`src/design/tekd_pkg.sv`:
```
package tekd_pkg;

   localparam int BUF_DEPTH_DEF = 32;

   localparam logic FUNC_FEED  = 1'b0;
   localparam logic FUNC_FLUSH = 1'b1;

   localparam logic [7:0] ESC_BYTE   = 8'h1b;
   localparam logic [7:0] CH_CR      = 8'h0d;
   localparam logic [7:0] CH_LF      = 8'h0a;
   localparam logic [7:0] CH_DEL     = 8'h7f;
   localparam logic [7:0] CH_BS      = 8'h08;
   localparam logic [7:0] CH_TAB     = 8'h09;
   localparam logic [7:0] CH_SPACE   = 8'h20;
   localparam logic [7:0] CH_BRACKET = 8'h5b;
   localparam logic [7:0] CH_SS3     = 8'h4f;
   localparam logic [7:0] CH_LT      = 8'h3c;
   localparam logic [7:0] CH_SEMI    = 8'h3b;
   localparam logic [7:0] CH_PRESS   = 8'h4d;
   localparam logic [7:0] CH_RELEASE = 8'h6d;
   localparam logic [7:0] CH_ZERO    = 8'h30;
   localparam logic [7:0] CH_NINE    = 8'h39;
   localparam logic [7:0] CH_F1      = 8'h50;
   localparam logic [7:0] CH_F4      = 8'h53;
   localparam logic [7:0] FINAL_LO   = 8'h40;
   localparam logic [7:0] FINAL_HI   = 8'h7e;
   localparam logic [7:0] CTRL_BASE  = 8'h60;
   localparam logic [7:0] CTRL_LAST  = 8'h1a;

   localparam logic [15:0] NUM_MAX     = 16'hffff;
   localparam logic [15:0] PASTE_BEGIN = 16'd200;
   localparam logic [15:0] PASTE_END   = 16'd201;

   localparam logic [4:0] KEY_CHAR      = 5'd0;
   localparam logic [4:0] KEY_ENTER     = 5'd1;
   localparam logic [4:0] KEY_BACKSPACE = 5'd2;
   localparam logic [4:0] KEY_TAB       = 5'd3;
   localparam logic [4:0] KEY_SPACE     = 5'd4;
   localparam logic [4:0] KEY_ESCAPE    = 5'd5;
   localparam logic [4:0] KEY_UP        = 5'd6;
   localparam logic [4:0] KEY_DOWN      = 5'd7;
   localparam logic [4:0] KEY_RIGHT     = 5'd8;
   localparam logic [4:0] KEY_LEFT      = 5'd9;
   localparam logic [4:0] KEY_HOME      = 5'd10;
   localparam logic [4:0] KEY_END       = 5'd11;
   localparam logic [4:0] KEY_INSERT    = 5'd12;
   localparam logic [4:0] KEY_DELETE    = 5'd13;
   localparam logic [4:0] KEY_PGUP      = 5'd14;
   localparam logic [4:0] KEY_PGDN      = 5'd15;
   localparam logic [4:0] KEY_F1        = 5'd16;
   localparam logic [4:0] KEY_F2        = 5'd17;
   localparam logic [4:0] KEY_F3        = 5'd18;
   localparam logic [4:0] KEY_F4        = 5'd19;
   localparam logic [4:0] KEY_F5        = 5'd20;
   localparam logic [4:0] KEY_F6        = 5'd21;
   localparam logic [4:0] KEY_F7        = 5'd22;
   localparam logic [4:0] KEY_F8        = 5'd23;
   localparam logic [4:0] KEY_F9        = 5'd24;
   localparam logic [4:0] KEY_F10       = 5'd25;
   localparam logic [4:0] KEY_F11       = 5'd26;
   localparam logic [4:0] KEY_F12       = 5'd27;
   localparam logic [4:0] KEY_UNKNOWN   = 5'd28;

   localparam logic [2:0] BTN_NONE       = 3'd3;
   localparam logic [2:0] BTN_WHEEL_UP   = 3'd4;
   localparam logic [2:0] BTN_WHEEL_DOWN = 3'd5;

   localparam logic [1:0] ACT_PRESS   = 2'd0;
   localparam logic [1:0] ACT_RELEASE = 2'd1;
   localparam logic [1:0] ACT_MOVE    = 2'd2;
   localparam logic [1:0] ACT_DRAG    = 2'd3;

   typedef struct packed {
      logic       func;
      logic [7:0] data_byte;
   } req_type;

   typedef struct packed {
      logic        event_kind;
      logic [4:0]  key_code;
      logic [7:0]  key_char;
      logic        mod_shift;
      logic        mod_alt;
      logic        mod_ctrl;
      logic [2:0]  mouse_button;
      logic [1:0]  mouse_action;
      logic [15:0] mouse_x;
      logic [15:0] mouse_y;
   } rsp_type;

   typedef enum logic [2:0] {
      ST_IDLE,
      ST_START,
      ST_FLUSH_RD,
      ST_SCAN,
      ST_DECIDE,
      ST_FINISH
   } ctl_state_type;

   typedef struct packed {
      logic load;
      logic feed_fresh;
      logic append;
      logic flush_read;
      logic flush_finish;
      logic scan;
      logic decide;
      logic emit;
   } dp_cmd_type;

   typedef struct packed {
      logic is_flush;
      logic cnt_zero;
      logic cnt_full;
      logic scan_done;
      logic res_has;
      logic out_free;
   } dp_sts_type;

   function automatic rsp_type key_event(logic [4:0] code, logic [7:0] ch,
                                         logic sh, logic alt, logic ctl);
      rsp_type r;
      r           = '0;
      r.key_code  = code;
      r.key_char  = ch;
      r.mod_shift = sh;
      r.mod_alt   = alt;
      r.mod_ctrl  = ctl;
      return r;
   endfunction

   function automatic rsp_type plain_key(logic [7:0] c);
      rsp_type r;
      priority if (c == CH_CR || c == CH_LF) begin
         r = key_event(KEY_ENTER, 8'd0, 1'b0, 1'b0, 1'b0);
      end else if (c == CH_DEL || c == CH_BS) begin
         r = key_event(KEY_BACKSPACE, 8'd0, 1'b0, 1'b0, 1'b0);
      end else if (c == CH_TAB) begin
         r = key_event(KEY_TAB, 8'd0, 1'b0, 1'b0, 1'b0);
      end else if (c == CH_SPACE) begin
         r = key_event(KEY_SPACE, 8'd0, 1'b0, 1'b0, 1'b0);
      end else if (c != 8'd0 && c <= CTRL_LAST) begin
         r = key_event(KEY_CHAR, CTRL_BASE + c, 1'b0, 1'b0, 1'b1);
      end else begin
         r = key_event(KEY_CHAR, c, 1'b0, 1'b0, 1'b0);
      end
      return r;
   endfunction

   function automatic logic [15:0] sat_digit(logic [15:0] v, logic [7:0] c);
      logic [20:0] s;
      s = ({5'd0, v} << 3) + ({5'd0, v} << 1) + {17'd0, c[3:0]};
      return (s > {5'd0, NUM_MAX}) ? NUM_MAX : s[15:0];
   endfunction

   function automatic logic is_digit(logic [7:0] c);
      return (c >= CH_ZERO) && (c <= CH_NINE);
   endfunction

   function automatic logic [4:0] tilde_code(logic [15:0] n);
      logic [4:0] k;
      unique case (n)
         16'd2:   k = KEY_INSERT;
         16'd3:   k = KEY_DELETE;
         16'd5:   k = KEY_PGUP;
         16'd6:   k = KEY_PGDN;
         16'd11:  k = KEY_F1;
         16'd12:  k = KEY_F2;
         16'd13:  k = KEY_F3;
         16'd14:  k = KEY_F4;
         16'd15:  k = KEY_F5;
         16'd17:  k = KEY_F6;
         16'd18:  k = KEY_F7;
         16'd19:  k = KEY_F8;
         16'd20:  k = KEY_F9;
         16'd21:  k = KEY_F10;
         16'd23:  k = KEY_F11;
         16'd24:  k = KEY_F12;
         default: k = KEY_UNKNOWN;
      endcase
      return k;
   endfunction

endpackage

```
`src/design/tekd_controller.sv`:
```
module tekd_controller
   import tekd_pkg::*;
(
   input  logic          clock,
   input  logic          reset,
   input  logic          req_valid,
   output logic          req_stall,
   input  dp_sts_type    sts,
   output dp_cmd_type    cmd
);

   ctl_state_type state_ff, state_in;

   always_ff @(posedge clock) begin
      if (reset) begin
         state_ff <= ST_IDLE;
      end else begin
         state_ff <= state_in;
      end
   end

   always_comb begin
      state_in = state_ff;
      unique case (state_ff)
         ST_IDLE: begin
            if (req_valid) begin
               state_in = ST_START;
            end
         end
         ST_START: begin
            if (sts.is_flush) begin
               state_in = sts.cnt_zero ? ST_IDLE : ST_FLUSH_RD;
            end else if (sts.cnt_zero || sts.cnt_full) begin
               state_in = ST_FINISH;
            end else begin
               state_in = ST_SCAN;
            end
         end
         ST_FLUSH_RD: state_in = ST_FINISH;
         ST_SCAN: begin
            if (sts.scan_done) begin
               state_in = ST_DECIDE;
            end
         end
         ST_DECIDE: state_in = ST_FINISH;
         ST_FINISH: begin
            if (!sts.res_has || sts.out_free) begin
               state_in = ST_IDLE;
            end
         end
         default: state_in = ST_IDLE;
      endcase
   end

   always_comb begin
      cmd       = '0;
      req_stall = 1'b1;
      unique case (state_ff)
         ST_IDLE: begin
            req_stall = 1'b0;
            cmd.load  = req_valid;
         end
         ST_START: begin
            if (sts.is_flush) begin
               cmd.flush_read = !sts.cnt_zero;
            end else if (sts.cnt_zero || sts.cnt_full) begin
               cmd.feed_fresh = 1'b1;
            end else begin
               cmd.append = 1'b1;
            end
         end
         ST_FLUSH_RD: cmd.flush_finish = 1'b1;
         ST_SCAN:     cmd.scan = 1'b1;
         ST_DECIDE:   cmd.decide = 1'b1;
         ST_FINISH:   cmd.emit = sts.res_has && sts.out_free;
         default:     cmd = '0;
      endcase
   end

endmodule

```
`src/design/tekd_datapath.sv`:
```
module tekd_datapath
   import tekd_pkg::*;
#(
   parameter int BUF_DEPTH = BUF_DEPTH_DEF
)
(
   input  logic       clock,
   input  logic       reset,
   input  dp_cmd_type cmd,
   output dp_sts_type sts,
   input  req_type    req_data,
   output logic       rsp_valid,
   input  logic       rsp_stall,
   output rsp_type    rsp_data
);

   localparam int AW = $clog2(BUF_DEPTH);
   localparam int CW = $clog2(BUF_DEPTH + 1);
   localparam logic [CW-1:0] DEPTH_C = CW'(BUF_DEPTH);
   localparam logic [AW:0]   DEPTH_W = (AW + 1)'(BUF_DEPTH);

   function automatic logic [AW-1:0] wrap(logic [AW-1:0] base, logic [CW-1:0] off);
      logic [AW:0] s;
      s = {1'b0, base} + {1'b0, off[AW-1:0]};
      if (s >= DEPTH_W) begin
         s = s - DEPTH_W;
      end
      return s[AW-1:0];
   endfunction

   logic [7:0] mem [BUF_DEPTH];
   logic [7:0] rd_data_ff;
   logic [AW-1:0] rd_addr, wr_addr;
   logic [7:0] wr_data;
   logic wr_en;

   req_type in_ff, in_in;
   logic [AW-1:0] head_ff, head_in;
   logic [CW-1:0] count_ff, count_in;
   logic [CW-1:0] rd_idx_ff, rd_idx_in, pidx_ff, pidx_in;
   logic pv_ff, pv_in;
   logic [7:0] b1_ff, b1_in, b2_ff, b2_in, fin_ff, fin_in;
   logic csi_done_ff, csi_done_in, dig_ff, dig_in;
   logic [1:0] np_ff, np_in;
   logic [15:0] prm0_ff, prm0_in, prm1_ff, prm1_in;
   logic m_done_ff, m_done_in, m_press_ff, m_press_in, m_stop_ff, m_stop_in;
   logic [1:0] field_ff, field_in;
   logic [15:0] mv0_ff, mv0_in, mv1_ff, mv1_in, mv2_ff, mv2_in;
   rsp_type res_ff, res_in, rsp_data_ff, rsp_data_in;
   logic res_has_ff, res_has_in, rsp_valid_ff, rsp_valid_in;

   logic issue_v;
   logic [7:0] d;
   logic [15:0] csi_sat, m_sat;

   rsp_type dec_res;
   logic dec_has, dec_clear, dec_dbl;
   logic np_two, sh, alt, ctl;
   logic [15:0] m1;
   logic [1:0] btn;

   always_ff @(posedge clock) begin
      if (wr_en) begin
         mem[wr_addr] <= wr_data;
      end
      rd_data_ff <= mem[rd_addr];
   end

   assign issue_v = rd_idx_ff < count_ff;
   assign d       = rd_data_ff;
   assign csi_sat = sat_digit((np_ff == 2'd0) ? prm0_ff : prm1_ff, d);
   assign m_sat   = sat_digit((field_ff == 2'd0) ? mv0_ff :
                              (field_ff == 2'd1) ? mv1_ff : mv2_ff, d);

   assign sts.is_flush  = in_ff.func == FUNC_FLUSH;
   assign sts.cnt_zero  = count_ff == '0;
   assign sts.cnt_full  = count_ff >= DEPTH_C;
   assign sts.scan_done = !issue_v && !pv_ff;
   assign sts.res_has   = res_has_ff;
   assign sts.out_free  = !rsp_valid_ff || !rsp_stall;

   // sequence decode once the scan is over
   always_comb begin
      np_two = (np_ff >= 2'd2) || (np_ff == 2'd1 && dig_ff);
      m1     = prm1_ff - 16'd1;
      sh     = 1'b0;
      alt    = 1'b0;
      ctl    = 1'b0;
      if (np_two && prm1_ff != 16'd0) begin
         sh  = m1[0];
         alt = m1[1];
         ctl = m1[2];
      end
      btn       = mv0_ff[1:0];
      dec_res   = '0;
      dec_has   = 1'b0;
      dec_clear = 1'b0;
      dec_dbl   = 1'b0;
      priority if (count_ff == CW'(2) && b1_ff != CH_BRACKET && b1_ff != CH_SS3) begin
         dec_has = 1'b1;
         if (b1_ff == ESC_BYTE) begin
            dec_dbl = 1'b1;
            dec_res = key_event(KEY_ESCAPE, 8'd0, 1'b0, 1'b0, 1'b0);
         end else begin
            dec_clear = 1'b1;
            dec_res   = key_event(KEY_CHAR, b1_ff, 1'b0, 1'b1, 1'b0);
         end
      end else if (count_ff == CW'(3) && b1_ff == CH_SS3 && b2_ff >= CH_F1
                   && b2_ff <= CH_F4) begin
         dec_has   = 1'b1;
         dec_clear = 1'b1;
         dec_res   = key_event(KEY_F1 + {3'd0, b2_ff[1:0]}, 8'd0, 1'b0, 1'b0, 1'b0);
      end else if (b1_ff == CH_BRACKET && count_ff >= CW'(4) && b2_ff == CH_LT) begin
         if (m_done_ff) begin
            dec_has   = 1'b1;
            dec_clear = 1'b1;
            dec_res.event_kind = 1'b1;
            dec_res.mod_shift  = mv0_ff[2];
            dec_res.mod_alt    = mv0_ff[3];
            dec_res.mod_ctrl   = mv0_ff[4];
            dec_res.mouse_x    = mv1_ff;
            dec_res.mouse_y    = mv2_ff;
            if (mv0_ff[6]) begin
               dec_res.mouse_button = (btn == 2'd0) ? BTN_WHEEL_UP : BTN_WHEEL_DOWN;
               dec_res.mouse_action = ACT_PRESS;
            end else begin
               dec_res.mouse_button = {1'b0, btn};
               if (mv0_ff[5]) begin
                  dec_res.mouse_action = ({1'b0, btn} == BTN_NONE) ? ACT_MOVE : ACT_DRAG;
               end else begin
                  dec_res.mouse_action = m_press_ff ? ACT_PRESS : ACT_RELEASE;
               end
            end
         end
      end else if (b1_ff == CH_BRACKET && csi_done_ff) begin
         dec_clear = 1'b1;
         dec_has   = 1'b1;
         unique case (fin_ff)
            "A": dec_res = key_event(KEY_UP, 8'd0, sh, alt, ctl);
            "B": dec_res = key_event(KEY_DOWN, 8'd0, sh, alt, ctl);
            "C": dec_res = key_event(KEY_RIGHT, 8'd0, sh, alt, ctl);
            "D": dec_res = key_event(KEY_LEFT, 8'd0, sh, alt, ctl);
            "H": dec_res = key_event(KEY_HOME, 8'd0, sh, alt, ctl);
            "F": dec_res = key_event(KEY_END, 8'd0, sh, alt, ctl);
            "P": dec_res = key_event(KEY_F1, 8'd0, sh, alt, ctl);
            "Q": dec_res = key_event(KEY_F2, 8'd0, sh, alt, ctl);
            "R": dec_res = key_event(KEY_F3, 8'd0, sh, alt, ctl);
            "S": dec_res = key_event(KEY_F4, 8'd0, sh, alt, ctl);
            "Z": dec_res = key_event(KEY_TAB, 8'd0, 1'b1, alt, ctl);
            "I", "O": dec_has = 1'b0;
            "~": begin
               if (prm0_ff == PASTE_BEGIN || prm0_ff == PASTE_END) begin
                  dec_has = 1'b0;
               end else begin
                  dec_res = key_event(tilde_code(prm0_ff), 8'd0, sh, alt, ctl);
               end
            end
            default: dec_res = key_event(KEY_UNKNOWN, 8'd0, sh, alt, ctl);
         endcase
      end else begin
         dec_has = 1'b0;
      end
   end

   always_comb begin
      in_in       = cmd.load ? req_data : in_ff;
      head_in     = head_ff;
      count_in    = count_ff;
      wr_en       = 1'b0;
      wr_addr     = head_ff;
      wr_data     = ESC_BYTE;
      rd_addr     = cmd.flush_read ? head_ff : wrap(head_ff, rd_idx_ff);
      rd_idx_in   = rd_idx_ff;
      pidx_in     = pidx_ff;
      pv_in       = 1'b0;
      b1_in       = b1_ff;
      b2_in       = b2_ff;
      fin_in      = fin_ff;
      csi_done_in = csi_done_ff;
      dig_in      = dig_ff;
      np_in       = np_ff;
      prm0_in     = prm0_ff;
      prm1_in     = prm1_ff;
      m_done_in   = m_done_ff;
      m_press_in  = m_press_ff;
      m_stop_in   = m_stop_ff;
      field_in    = field_ff;
      mv0_in      = mv0_ff;
      mv1_in      = mv1_ff;
      mv2_in      = mv2_ff;
      res_in      = res_ff;
      res_has_in  = res_has_ff;

      if (cmd.load) begin
         res_has_in = 1'b0;
      end

      if (cmd.feed_fresh) begin
         if (in_ff.data_byte == ESC_BYTE) begin
            wr_en    = 1'b1;
            count_in = CW'(1);
         end else begin
            count_in   = '0;
            res_in     = plain_key(in_ff.data_byte);
            res_has_in = 1'b1;
         end
      end

      if (cmd.append) begin
         wr_en       = 1'b1;
         wr_addr     = wrap(head_ff, count_ff);
         wr_data     = in_ff.data_byte;
         count_in    = count_ff + CW'(1);
         rd_idx_in   = CW'(1);
         csi_done_in = 1'b0;
         dig_in      = 1'b0;
         np_in       = 2'd0;
         prm0_in     = '0;
         prm1_in     = '0;
         m_done_in   = 1'b0;
         m_stop_in   = 1'b0;
         field_in    = 2'd0;
         mv0_in      = '0;
         mv1_in      = '0;
         mv2_in      = '0;
      end

      if (cmd.flush_finish) begin
         res_has_in = 1'b1;
         if (count_ff == CW'(1) && d == ESC_BYTE) begin
            count_in = '0;
            res_in   = key_event(KEY_ESCAPE, 8'd0, 1'b0, 1'b0, 1'b0);
         end else begin
            head_in  = wrap(head_ff, CW'(1));
            count_in = count_ff - CW'(1);
            res_in   = plain_key(d);
         end
      end

      if (cmd.scan && issue_v) begin
         pv_in     = 1'b1;
         pidx_in   = rd_idx_ff;
         rd_idx_in = rd_idx_ff + CW'(1);
      end

      // byte returned by the previous read
      if (pv_ff) begin
         if (pidx_ff == CW'(1)) begin
            b1_in = d;
         end
         if (pidx_ff == CW'(2)) begin
            b2_in = d;
         end
         if (pidx_ff >= CW'(2) && !csi_done_ff) begin
            if (d >= FINAL_LO && d <= FINAL_HI) begin
               csi_done_in = 1'b1;
               fin_in      = d;
            end else if (d == CH_SEMI) begin
               if (np_ff != 2'd3) begin
                  np_in = np_ff + 2'd1;
               end
               dig_in = 1'b0;
            end else if (is_digit(d)) begin
               dig_in = 1'b1;
               if (np_ff == 2'd0) begin
                  prm0_in = csi_sat;
               end else if (np_ff == 2'd1) begin
                  prm1_in = csi_sat;
               end
            end
         end
         if (pidx_ff >= CW'(3) && !m_done_ff) begin
            if (d == CH_PRESS || d == CH_RELEASE) begin
               m_done_in  = 1'b1;
               m_press_in = d == CH_PRESS;
            end else if (!m_stop_ff) begin
               if (d == CH_SEMI) begin
                  if (field_ff == 2'd2) begin
                     m_stop_in = 1'b1;
                  end else begin
                     field_in = field_ff + 2'd1;
                  end
               end else if (!is_digit(d)) begin
                  m_stop_in = 1'b1;
               end else begin
                  unique case (field_ff)
                     2'd0:    mv0_in = m_sat;
                     2'd1:    mv1_in = m_sat;
                     default: mv2_in = m_sat;
                  endcase
               end
            end
         end
      end

      if (cmd.decide) begin
         res_in     = dec_res;
         res_has_in = dec_has;
         if (dec_clear) begin
            count_in = '0;
         end
         if (dec_dbl) begin
            wr_en    = 1'b1;
            count_in = CW'(1);
         end
      end

      if (cmd.emit) begin
         res_has_in = 1'b0;
      end
   end

   always_comb begin
      rsp_data_in  = cmd.emit ? res_ff : rsp_data_ff;
      rsp_valid_in = rsp_valid_ff && rsp_stall;
      if (cmd.emit) begin
         rsp_valid_in = 1'b1;
      end
   end

   always_ff @(posedge clock) begin
      if (reset) begin
         count_ff     <= '0;
         head_ff      <= '0;
         rd_idx_ff    <= '0;
         pv_ff        <= 1'b0;
         res_has_ff   <= 1'b0;
         rsp_valid_ff <= 1'b0;
      end else begin
         count_ff     <= count_in;
         head_ff      <= head_in;
         rd_idx_ff    <= rd_idx_in;
         pv_ff        <= pv_in;
         res_has_ff   <= res_has_in;
         rsp_valid_ff <= rsp_valid_in;
      end
   end

   always_ff @(posedge clock) begin
      in_ff       <= in_in;
      pidx_ff     <= pidx_in;
      b1_ff       <= b1_in;
      b2_ff       <= b2_in;
      fin_ff      <= fin_in;
      csi_done_ff <= csi_done_in;
      dig_ff      <= dig_in;
      np_ff       <= np_in;
      prm0_ff     <= prm0_in;
      prm1_ff     <= prm1_in;
      m_done_ff   <= m_done_in;
      m_press_ff  <= m_press_in;
      m_stop_ff   <= m_stop_in;
      field_ff    <= field_in;
      mv0_ff      <= mv0_in;
      mv1_ff      <= mv1_in;
      mv2_ff      <= mv2_in;
      res_ff      <= res_in;
      rsp_data_ff <= rsp_data_in;
   end

   assign rsp_valid = rsp_valid_ff;
   assign rsp_data  = rsp_data_ff;

endmodule

```
`src/design/terminal_escape_key_decoder.sv`:
```
// a plain byte passes the start and finish states before rsp_valid; a flush
// adds the flush read state, a byte appended to a pending sequence the scan and
// decide states; throughput: one transaction at a time, the rescan of the
// pending buffer, one byte per cycle through its single read port, bounds it
// reset: synchronous, clears the pending count and the handshake state
module terminal_escape_key_decoder
   import tekd_pkg::*;
#(
   parameter int BUF_DEPTH = BUF_DEPTH_DEF
)
(
   input  logic    clock,
   input  logic    reset,
   input  logic    req_valid,
   output logic    req_stall,
   input  req_type req_data,
   output logic    rsp_valid,
   input  logic    rsp_stall,
   output rsp_type rsp_data
);

   dp_cmd_type cmd;
   dp_sts_type sts;

   tekd_controller u_ctl (
      .clock     (clock),
      .reset     (reset),
      .req_valid (req_valid),
      .req_stall (req_stall),
      .sts       (sts),
      .cmd       (cmd)
   );

   tekd_datapath #(
      .BUF_DEPTH (BUF_DEPTH)
   ) u_dp (
      .clock     (clock),
      .reset     (reset),
      .cmd       (cmd),
      .sts       (sts),
      .req_data  (req_data),
      .rsp_valid (rsp_valid),
      .rsp_stall (rsp_stall),
      .rsp_data  (rsp_data)
   );

   a_busy_after_accept: assert property (@(posedge clock) disable iff (reset)
      (req_valid && !req_stall) |=> req_stall)
      else $error("new transaction accepted while one is in flight");

   a_rsp_from_emit: assert property (@(posedge clock) disable iff (reset)
      $rose(rsp_valid) |-> $past(cmd.emit))
      else $error("result raised without emit");

   a_decide_after_scan: assert property (@(posedge clock) disable iff (reset)
      cmd.decide |-> sts.scan_done)
      else $error("decode before buffer scan finished");

endmodule

```
`config.mk`:
```
export PLATFORM = sky130hd
export DESIGN_NAME = terminal_escape_key_decoder
export DESIGN_NICKNAME = d
export VERILOG_FILES = /design/src/design/tekd_pkg.sv /design/src/design/tekd_controller.sv /design/src/design/tekd_datapath.sv /design/src/design/terminal_escape_key_decoder.sv
export SDC_FILE = /design/constraint.sdc
export NUM_CORES = 1
export LEC_CHECK = 0
export BUFFER_PORTS_ARGS = -buffer_cell sky130_fd_sc_hd__buf_2
export CAP_MARGIN = 20
export CORE_MARGIN = 2
export CORE_UTILIZATION = 50
export DETAILED_ROUTE_END_ITERATION = 12
export GPL_ROUTABILITY_DRIVEN = 1
export PLACE_DENSITY = 0.66
export SYNTH_ARGS = -nofsm -noshare
export SYNTH_HDL_FRONTEND = slang
export SYNTH_SLANG_ARGS = --single-unit
export TNS_END_PERCENT = 5
```
`constraint.sdc`:
```
create_clock -name clock -period 7.1 [get_ports clock]
set_clock_uncertainty 0.1 [all_clocks]
set_input_delay 0 -clock clock [delete_from_list [all_inputs] [get_ports clock]]
set_output_delay 0 -clock clock [all_outputs]
set_load 0.01 [all_outputs]
```
==> impl_metrics.ini, run 1 <==
[setup_path]
critPathKind = flip-flop to flip-flop
required_ns = 7.52
critPathArrivalTime_ns = 6.56
critical_path.max_stage_delay_ns = 0.45
crit_path_top_delay_cell = fa_1
crit_family = compound AO/OA/AOI/OAI gates
cp_common_cell = ha_1
critPathCaptureType = flip-flop
path_buf_inv = 4
cp-start-kind = flip-flop
crit_fanout = 20

[yosys]
synth_nets = 2065
yosysUniqueCellTypes = 79
synth_common_cells = edfxtp_1 (404), nor2_1 (180), o21ai_0 (164)
ys_seq_area_frac = 0.595
synth_flop_cell = edfxtp_1
yosys.area.top_type_share = 0.494
synth_most_common_cell = edfxtp_1
yosysWarnings = 0
synthCells = 1982
synth_top_area_cell = edfxtp_1
synth_async_sr_flop_share = 0
synth_area_sq_um = 24500
synth-edff-count = 404
synth_area_leaders = edfxtp_1 (49%), dfxtp_1 (10%), mux4_2 (5.9%), o21ai_0 (3.3%), ha_1 (3.3%)
ys_ff_latch = 528
avgSynthCellArea_sq_um = 12.4

[routing]
drcViolationCount = 0
final_antenna_net_count = 0
firstDrtPassIters = 5
finalWirelength_um = 53900
routed_via_density = 5.86
routedWlPerCell_um = 19.8
initialDrtViolationCount = 1131
vias = 15900

[global_route]
grt_busiest_layer = met2
met1_usage = 0.284
grt_pass1_wl_um = 85300
use_met2 = 0.364
grt-ovfl-total = 0
grt_max_degree = 80
use_met3 = 0.0312
grtUsageTotal = 0.214
grt_antenna_before_repair = 0
grt_pass1_vias = 15500

[finish]
fillerInstances = 3942
synthToLayoutAreaGrowth_pct = 12.2
finalNonFillerCells = 2721
diodes = 0
drive_gt1_frac = 0.143
finalNetCount = 2142
multi_input_area_sq_um = 9370
register_area_sq_um = 14600

[clock_network]
cts_setup_buffers = 0
max-clock-path-buffers = 3
cts_root_buf = clkbuf_16
clk_latency_ns = 0.60
path_clk_slew_ns = 0.06
cts_buffers = 53
ctsResizeCount = 0
htree_levels = 2
cts_tree = built
cts_sinks = 528

[power_and_ir_drop]
ir_worst_vdd_mv = 0.264
p_per_area_nw_per_um2 = 312
p_leak_nw = 9.84
design_power_total_w = 0.00859

[timing]
tightestPinTransition_ns = 1.11
fmax_mhz = 163
setup_viol = 0
grt_setup_unrepaired = false
layout_setup_ws_ns = 0.958
slew_violations = 0
slew_headroom = 0.251
hold_viol = 0
timing.hold.ws_ns = 0.0341
fin_crit_ns = 6.14
setup_tns_ns = 0
finalCritPeriodShare = 0.865

[place]
hpwlAfterDp_um = 36700
place_inst = 2597
portBuffers = 68
gp_congestion = 0.883
place_ws_ns = 0.894

[worst_hold_path]
hold_path_class = primary input to flip-flop

[run_status]
status = finished, final reports clean

[floorplan]
die_x_um = 226
boundaryPins = 69
dieHeight_um = 226
die-area_sq_um = 50900
rows = 81
core_area_sq_um = 48600
initial_core_util = 0.505

[flow_run]
cap_violations = 0
-- routing by layer --
metal / part of all wire / routed length [um]
met3: 0.047 / 2540
met5: 0 / 0
met4: 0.027 / 1450
met1: 0.43 / 23200
met2: 0.50 / 26700
-- placed cells by master (no fill, tap or decap), types with 18 or more instances in the layout --
master	Yosys	layout
mux2i_1	43	41
o21ai_0	164	164
or3_1	18	18
mux2_2	28	28
dfxtp_1	124	124
nor3_1	42	41
a21oi_1	88	85
and3_1	49	49
clkbuf_16	0	53
ha_1	64	64
nand3_1	110	110
buf_2	9	69
xor2_1	27	27
inv_1	50	50
o211ai_1	19	19
xnor2_1	41	41
nand2_1	115	114
dlygate4sd3_1	0	22
a21o_1	20	20
nor2_1	180	178
buf_4	0	25
mux4_2	64	64
edfxtp_1	404	404
-- cell families after synthesis --
logic type,count (synthesis),share of synthesized area
mux,141,0.0930
compound gates,387,0.0944
simple gates,631,0.128
xor+xnor,68,0.0243
buf+inv,154,0.0257
flops,528,0.595
fa+ha+maj,73,0.0388
-- path summary, 6_finish.rpt --
kind | startpoint | endpoint | slack [ns] | cells after the start
max | u_dp.np_ff[0]$_DFF_P_ | flip-flop | 0.96 | 25
min | req_data[1] | u_dp.in_ff[1]$_DFFE_PP_ | 0.03 | 2
min reg2reg | u_dp.res_ff[33]$_SDFFCE_PP0P_ | u_dp.rsp_data[33]$_DFFE_PP_ | 0.32 | 0
max reg2reg | u_dp.np_ff[0]$_DFF_P_ | flip-flop | 0.96 | 25
-- repair_timing --
action,CTS,global route
hold buffers,22,0
endpoints found under the hold margin,36,0
endpoints found under the setup margin,0,0
-- worst reg2reg max path, stage by stage (launching register included) --
cell and delay (ns):
dfxtp_1 0.36, inv_1 0.11, ha_1 0.31, buf_4 0.37
mux2_4 0.25, ha_1 0.17, inv_1 0.05, fa_1 0.45
a21bo_2 0.23, a41oi_1 0.17, a211oi_1 0.31, o21ai_0 0.14
a211o_1 0.34, nand3b_1 0.21, or2_0 0.25, o41a_1 0.44
buf_4 0.21, nor2_1 0.13, nor2_1 0.07, a31oi_1 0.21
ha_1 0.20, a21boi_0 0.32, a21oi_1 0.07, o21ai_0 0.07
or3b_1 0.36, a31oi_1 0.16
-- per-stage QoR --
step | utilization | cell area (sq um)
2_1_floorplan | - | 24500
3_3_place_gp | 0.525 | 25500
3_5_place_dp | 0.525 | 25500
4_1_cts | 0.563 | 27400
5_1_grt | 0.566 | 27500
6_report | 0.566 | 27500
-- flip-flops by register name, indices dropped and copies added (netlist names), 2 cells and up, named ones only --
name and cells:
u_dp.count_ff 6, u_dp.mv2_ff 16, u_dp.in_ff 8, u_dp.mv0_ff 16, u_dp.prm1_ff 16, u_ctl.state_ff 3
u_dp.d 8, u_dp.mem 256, u_dp.np_ff 2, u_dp.mv1_ff 16, u_dp.pidx_ff 6, u_dp.field_ff 2
u_dp.b2_ff 8, u_dp.res_ff 54, u_dp.prm0_ff 16, u_dp.head_ff 5, u_dp.b1_ff 8, u_dp.rsp_data 54
u_dp.rd_idx_ff 6, u_dp.fin_ff 8
-- power breakdown --
group	switching, W	internal (W)	total [W]
clock	0.00115	0.00152	0.00267
combinational	0.00113	0.000796	0.00193
sequential	0.000230	0.00377	0.00400
-- layout make-up --
type                            instances  share of cell area
Sequential cell                       528               0.531
Multi-Input combinational cell       1300               0.340
Clock buffer                           67              0.0501
Timing Repair Buffer                  125              0.0340
Tap cell                              622              0.0283
Clock inverter                         28             0.00941
Inverter                               51             0.00714
Power figures use the tool's default switching activity.
==> run 2: changes to the inputs <==
--- a/config.mk
+++ b/config.mk
@@ -9,6 +9,7 @@
 export CAP_MARGIN = 20
 export CORE_MARGIN = 2
 export CORE_UTILIZATION = 50
+export CTS_CLUSTER_DIAMETER = 120
 export DETAILED_ROUTE_END_ITERATION = 12
 export GPL_ROUTABILITY_DRIVEN = 1
 export PLACE_DENSITY = 0.66
==> constraint.sdc (replaced) <==
create_clock -name clock -period 7.1 [get_ports clock]
set_clock_uncertainty 0.1 [all_clocks]
set_input_delay 0.355 -clock clock [delete_from_list [all_inputs] [get_ports clock]]
set_output_delay 0.355 -clock clock [all_outputs]
set_load 0.01 [all_outputs]
==> run 2 against run 1 <==
Effect of this change:
- power barely moved
- clock power barely moved
- sequential share of layout area rose by 0.21 points
- sequential cell count did not move
- fmax fell by 0.30%
- critical path depth did not move
- via count fell by 0.11%
- highest routed layer unchanged
- global-route usage barely moved
- routed wire length fell by 0.14%
- sequential power barely moved
- first-iteration DRC count fell by 3.6%
- largest cell class unchanged
==> impl_metrics.ini, run 2 (synthesis gave the netlist of run 1 again) <==
[run_status]
status = finished, final reports clean

[place]
hpwlAfterDp_um = 36700
portBuffers = 68
gp_congestion = 0.883

[timing]
hold_viol = 0
slew_violations = 0
fin_crit_ns = 6.16
grt_setup_unrepaired = false
fmax_mhz = 162
finalCritPeriodShare = 0.868
setup_tns_ns = 0
setup_viol = 0
timing.hold.ws_ns = 0.0673
tightestPinTransition_ns = 1.12
slew_headroom = 0.247

[finish]
largest_reg_flops = 256
finalNetCount = 2131
layout_common_cells = edfxtp_1 (404), nor2_1 (178), o21ai_0 (164)
drive_gt1_frac = 0.144
synthToLayoutAreaGrowth_pct = 11.7
diodes = 0
final_common_cell = edfxtp_1
max_flop_register = u_dp.mem

[global_route]
grt-ovfl-total = 0
grtUsageTotal = 0.214
grt_pass1_vias = 15400
grt_pass1_wl_um = 85200
grt_max_degree = 80
grt_antenna_before_repair = 0

[routing]
final_antenna_net_count = 0
finalWirelength_um = 53900
routed_via_density = 5.88
drcViolationCount = 0
initialDrtViolationCount = 1090
firstDrtPassIters = 5
vias = 15900
routedWlPerCell_um = 19.9

[worst_hold_path]
min_to = u_dp.head_ff[0]$_SDFFE_PP0P_
hold_path_class = primary input to flip-flop
hp-start = reset
worstHoldPathCells = 2

[flow_run]
cap_violations = 0

[clock_network]
cts_tree = built
clk_latency_ns = 0.59
cts_root_buf = clkbuf_16
cts_buffers = 53
htree_levels = 2
cts_sinks = 528
path_clk_slew_ns = 0.06
ctsResizeCount = 0
cts_setup_buffers = 0
max-clock-path-buffers = 3

[floorplan]
core_area_sq_um = 48600
initial_core_util = 0.505
rows = 81
die-area_sq_um = 50900
dieHeight_um = 226
die_x_um = 226
boundaryPins = 69

[setup_path]
cp-start-kind = flip-flop
rr_worst_depth = 25
rr_startpoint = u_dp.np_ff[0]$_DFF_P_
critPathCaptureType = flip-flop
critPathArrivalTime_ns = 6.58
critPathKind = flip-flop to flip-flop
rrSetupSlack_ns = 0.94
required_ns = 7.52
crit_fanout = 20

[power_and_ir_drop]
switching_share = 0.292
ir_worst_vdd_mv = 0.265
p_seq_frac = 0.465
p_int_w = 0.00608
combPwrFrac = 0.224
p_per_area_nw_per_um2 = 313
power.switching_w = 0.00251
p_leak_nw = 9.79
pwr-share-clk = 0.311
run 2: how the worst max path moves through the flow:
stage | startpoint | end | slack (ns) | cells after the start
floorplan | u_dp.np_ff[0]$_DFF_P_ | flip-flop | 1.20 | 26
finish | u_dp.np_ff[0]$_DFF_P_ | flip-flop | 0.94 | 25
global placement | u_dp.np_ff[0]$_DFF_P_ | flip-flop | 1.03 | 25
detailed placement | u_dp.np_ff[0]$_DFF_P_ | flip-flop | 0.89 | 25
CTS | u_dp.np_ff[1]$_DFF_P_ | flip-flop | 0.88 | 25
global route | u_dp.np_ff[0]$_DFF_P_ | flip-flop | 0.47 | 25
run 2: power groups by stage:
stage | sequential (W) | clock (W) | combinational [W]
2_1_floorplan | 0.00393 | 0 | 0.00145
3_3_place_gp | 0.00406 | 0 | 0.00189
3_5_place_dp | 0.00406 | 0 | 0.00191
4_1_cts | 0.00400 | 0.00273 | 0.00193
5_1_grt | 0.00403 | 0.00284 | 0.00211
6_report | 0.00400 | 0.00267 | 0.00192
run 2: final cells by class:
class | instances | area (sq um)
Timing Repair Buffer | 114 | 826
Clock buffer | 67 | 1380
Fill cell | 3957 | 21200
Inverter | 51 | 196
Multi-Input combinational cell | 1300 | 9370
Sequential cell | 528 | 14600
Clock inverter | 28 | 259
Tap cell | 622 | 778
run 2: what timing repair did:
item,4_1_cts,5_1_grt
endpoints found under the hold margin,11,0
hold buffers,11,0
endpoints found under the setup margin,0,0
run 2: layer usage:
layer / vias up / global-route usage / wire length (um)
met5: - / 0 / 0
met4: 0 / 0.0705 / 1430
met3: 91 / 0.0310 / 2520
met2: 409 / 0.364 / 26700
met1: 7785 / 0.284 / 23300
li1: 7640 / - / -
run 2: metrics by stage:
| stage | cell area [sq um] | worst slack (ns) | total power, W | util | std cells |
|---|---|---|---|---|---|
| 6_report | 27400 | 0.940 | 0.00859 | 0.564 | 2710 |
| 5_1_grt | 27400 | 0.470 | 0.00898 | 0.564 | 2710 |
| 4_1_cts | 27300 | 0.878 | 0.00865 | 0.561 | 2703 |
| 3_5_place_dp | 25500 | 0.894 | 0.00598 | 0.525 | 2597 |
| 3_3_place_gp | 25500 | 1.03 | 0.00595 | 0.525 | 2596 |
| 2_1_floorplan | 24500 | 1.20 | 0.00538 | - | 1982 |
run 2: worst max-delay path, cell delays in order, from the launching register on:
cell,delay (ns)
dfxtp_1,0.36
inv_1,0.11
ha_1,0.31
buf_4,0.37
mux2_4,0.25
ha_1,0.17
inv_1,0.05
fa_1,0.45
a21bo_2,0.23
a41oi_1,0.17
a211oi_1,0.32
o21ai_0,0.14
a211o_1,0.33
nand3b_1,0.21
or2_0,0.25
o41a_1,0.44
buf_4,0.21
nor2_1,0.12
nor2_1,0.07
a31oi_1,0.21
ha_1,0.20
a21boi_0,0.33
a21oi_1,0.07
o21ai_0,0.07
or3b_1,0.36
a31oi_1,0.16
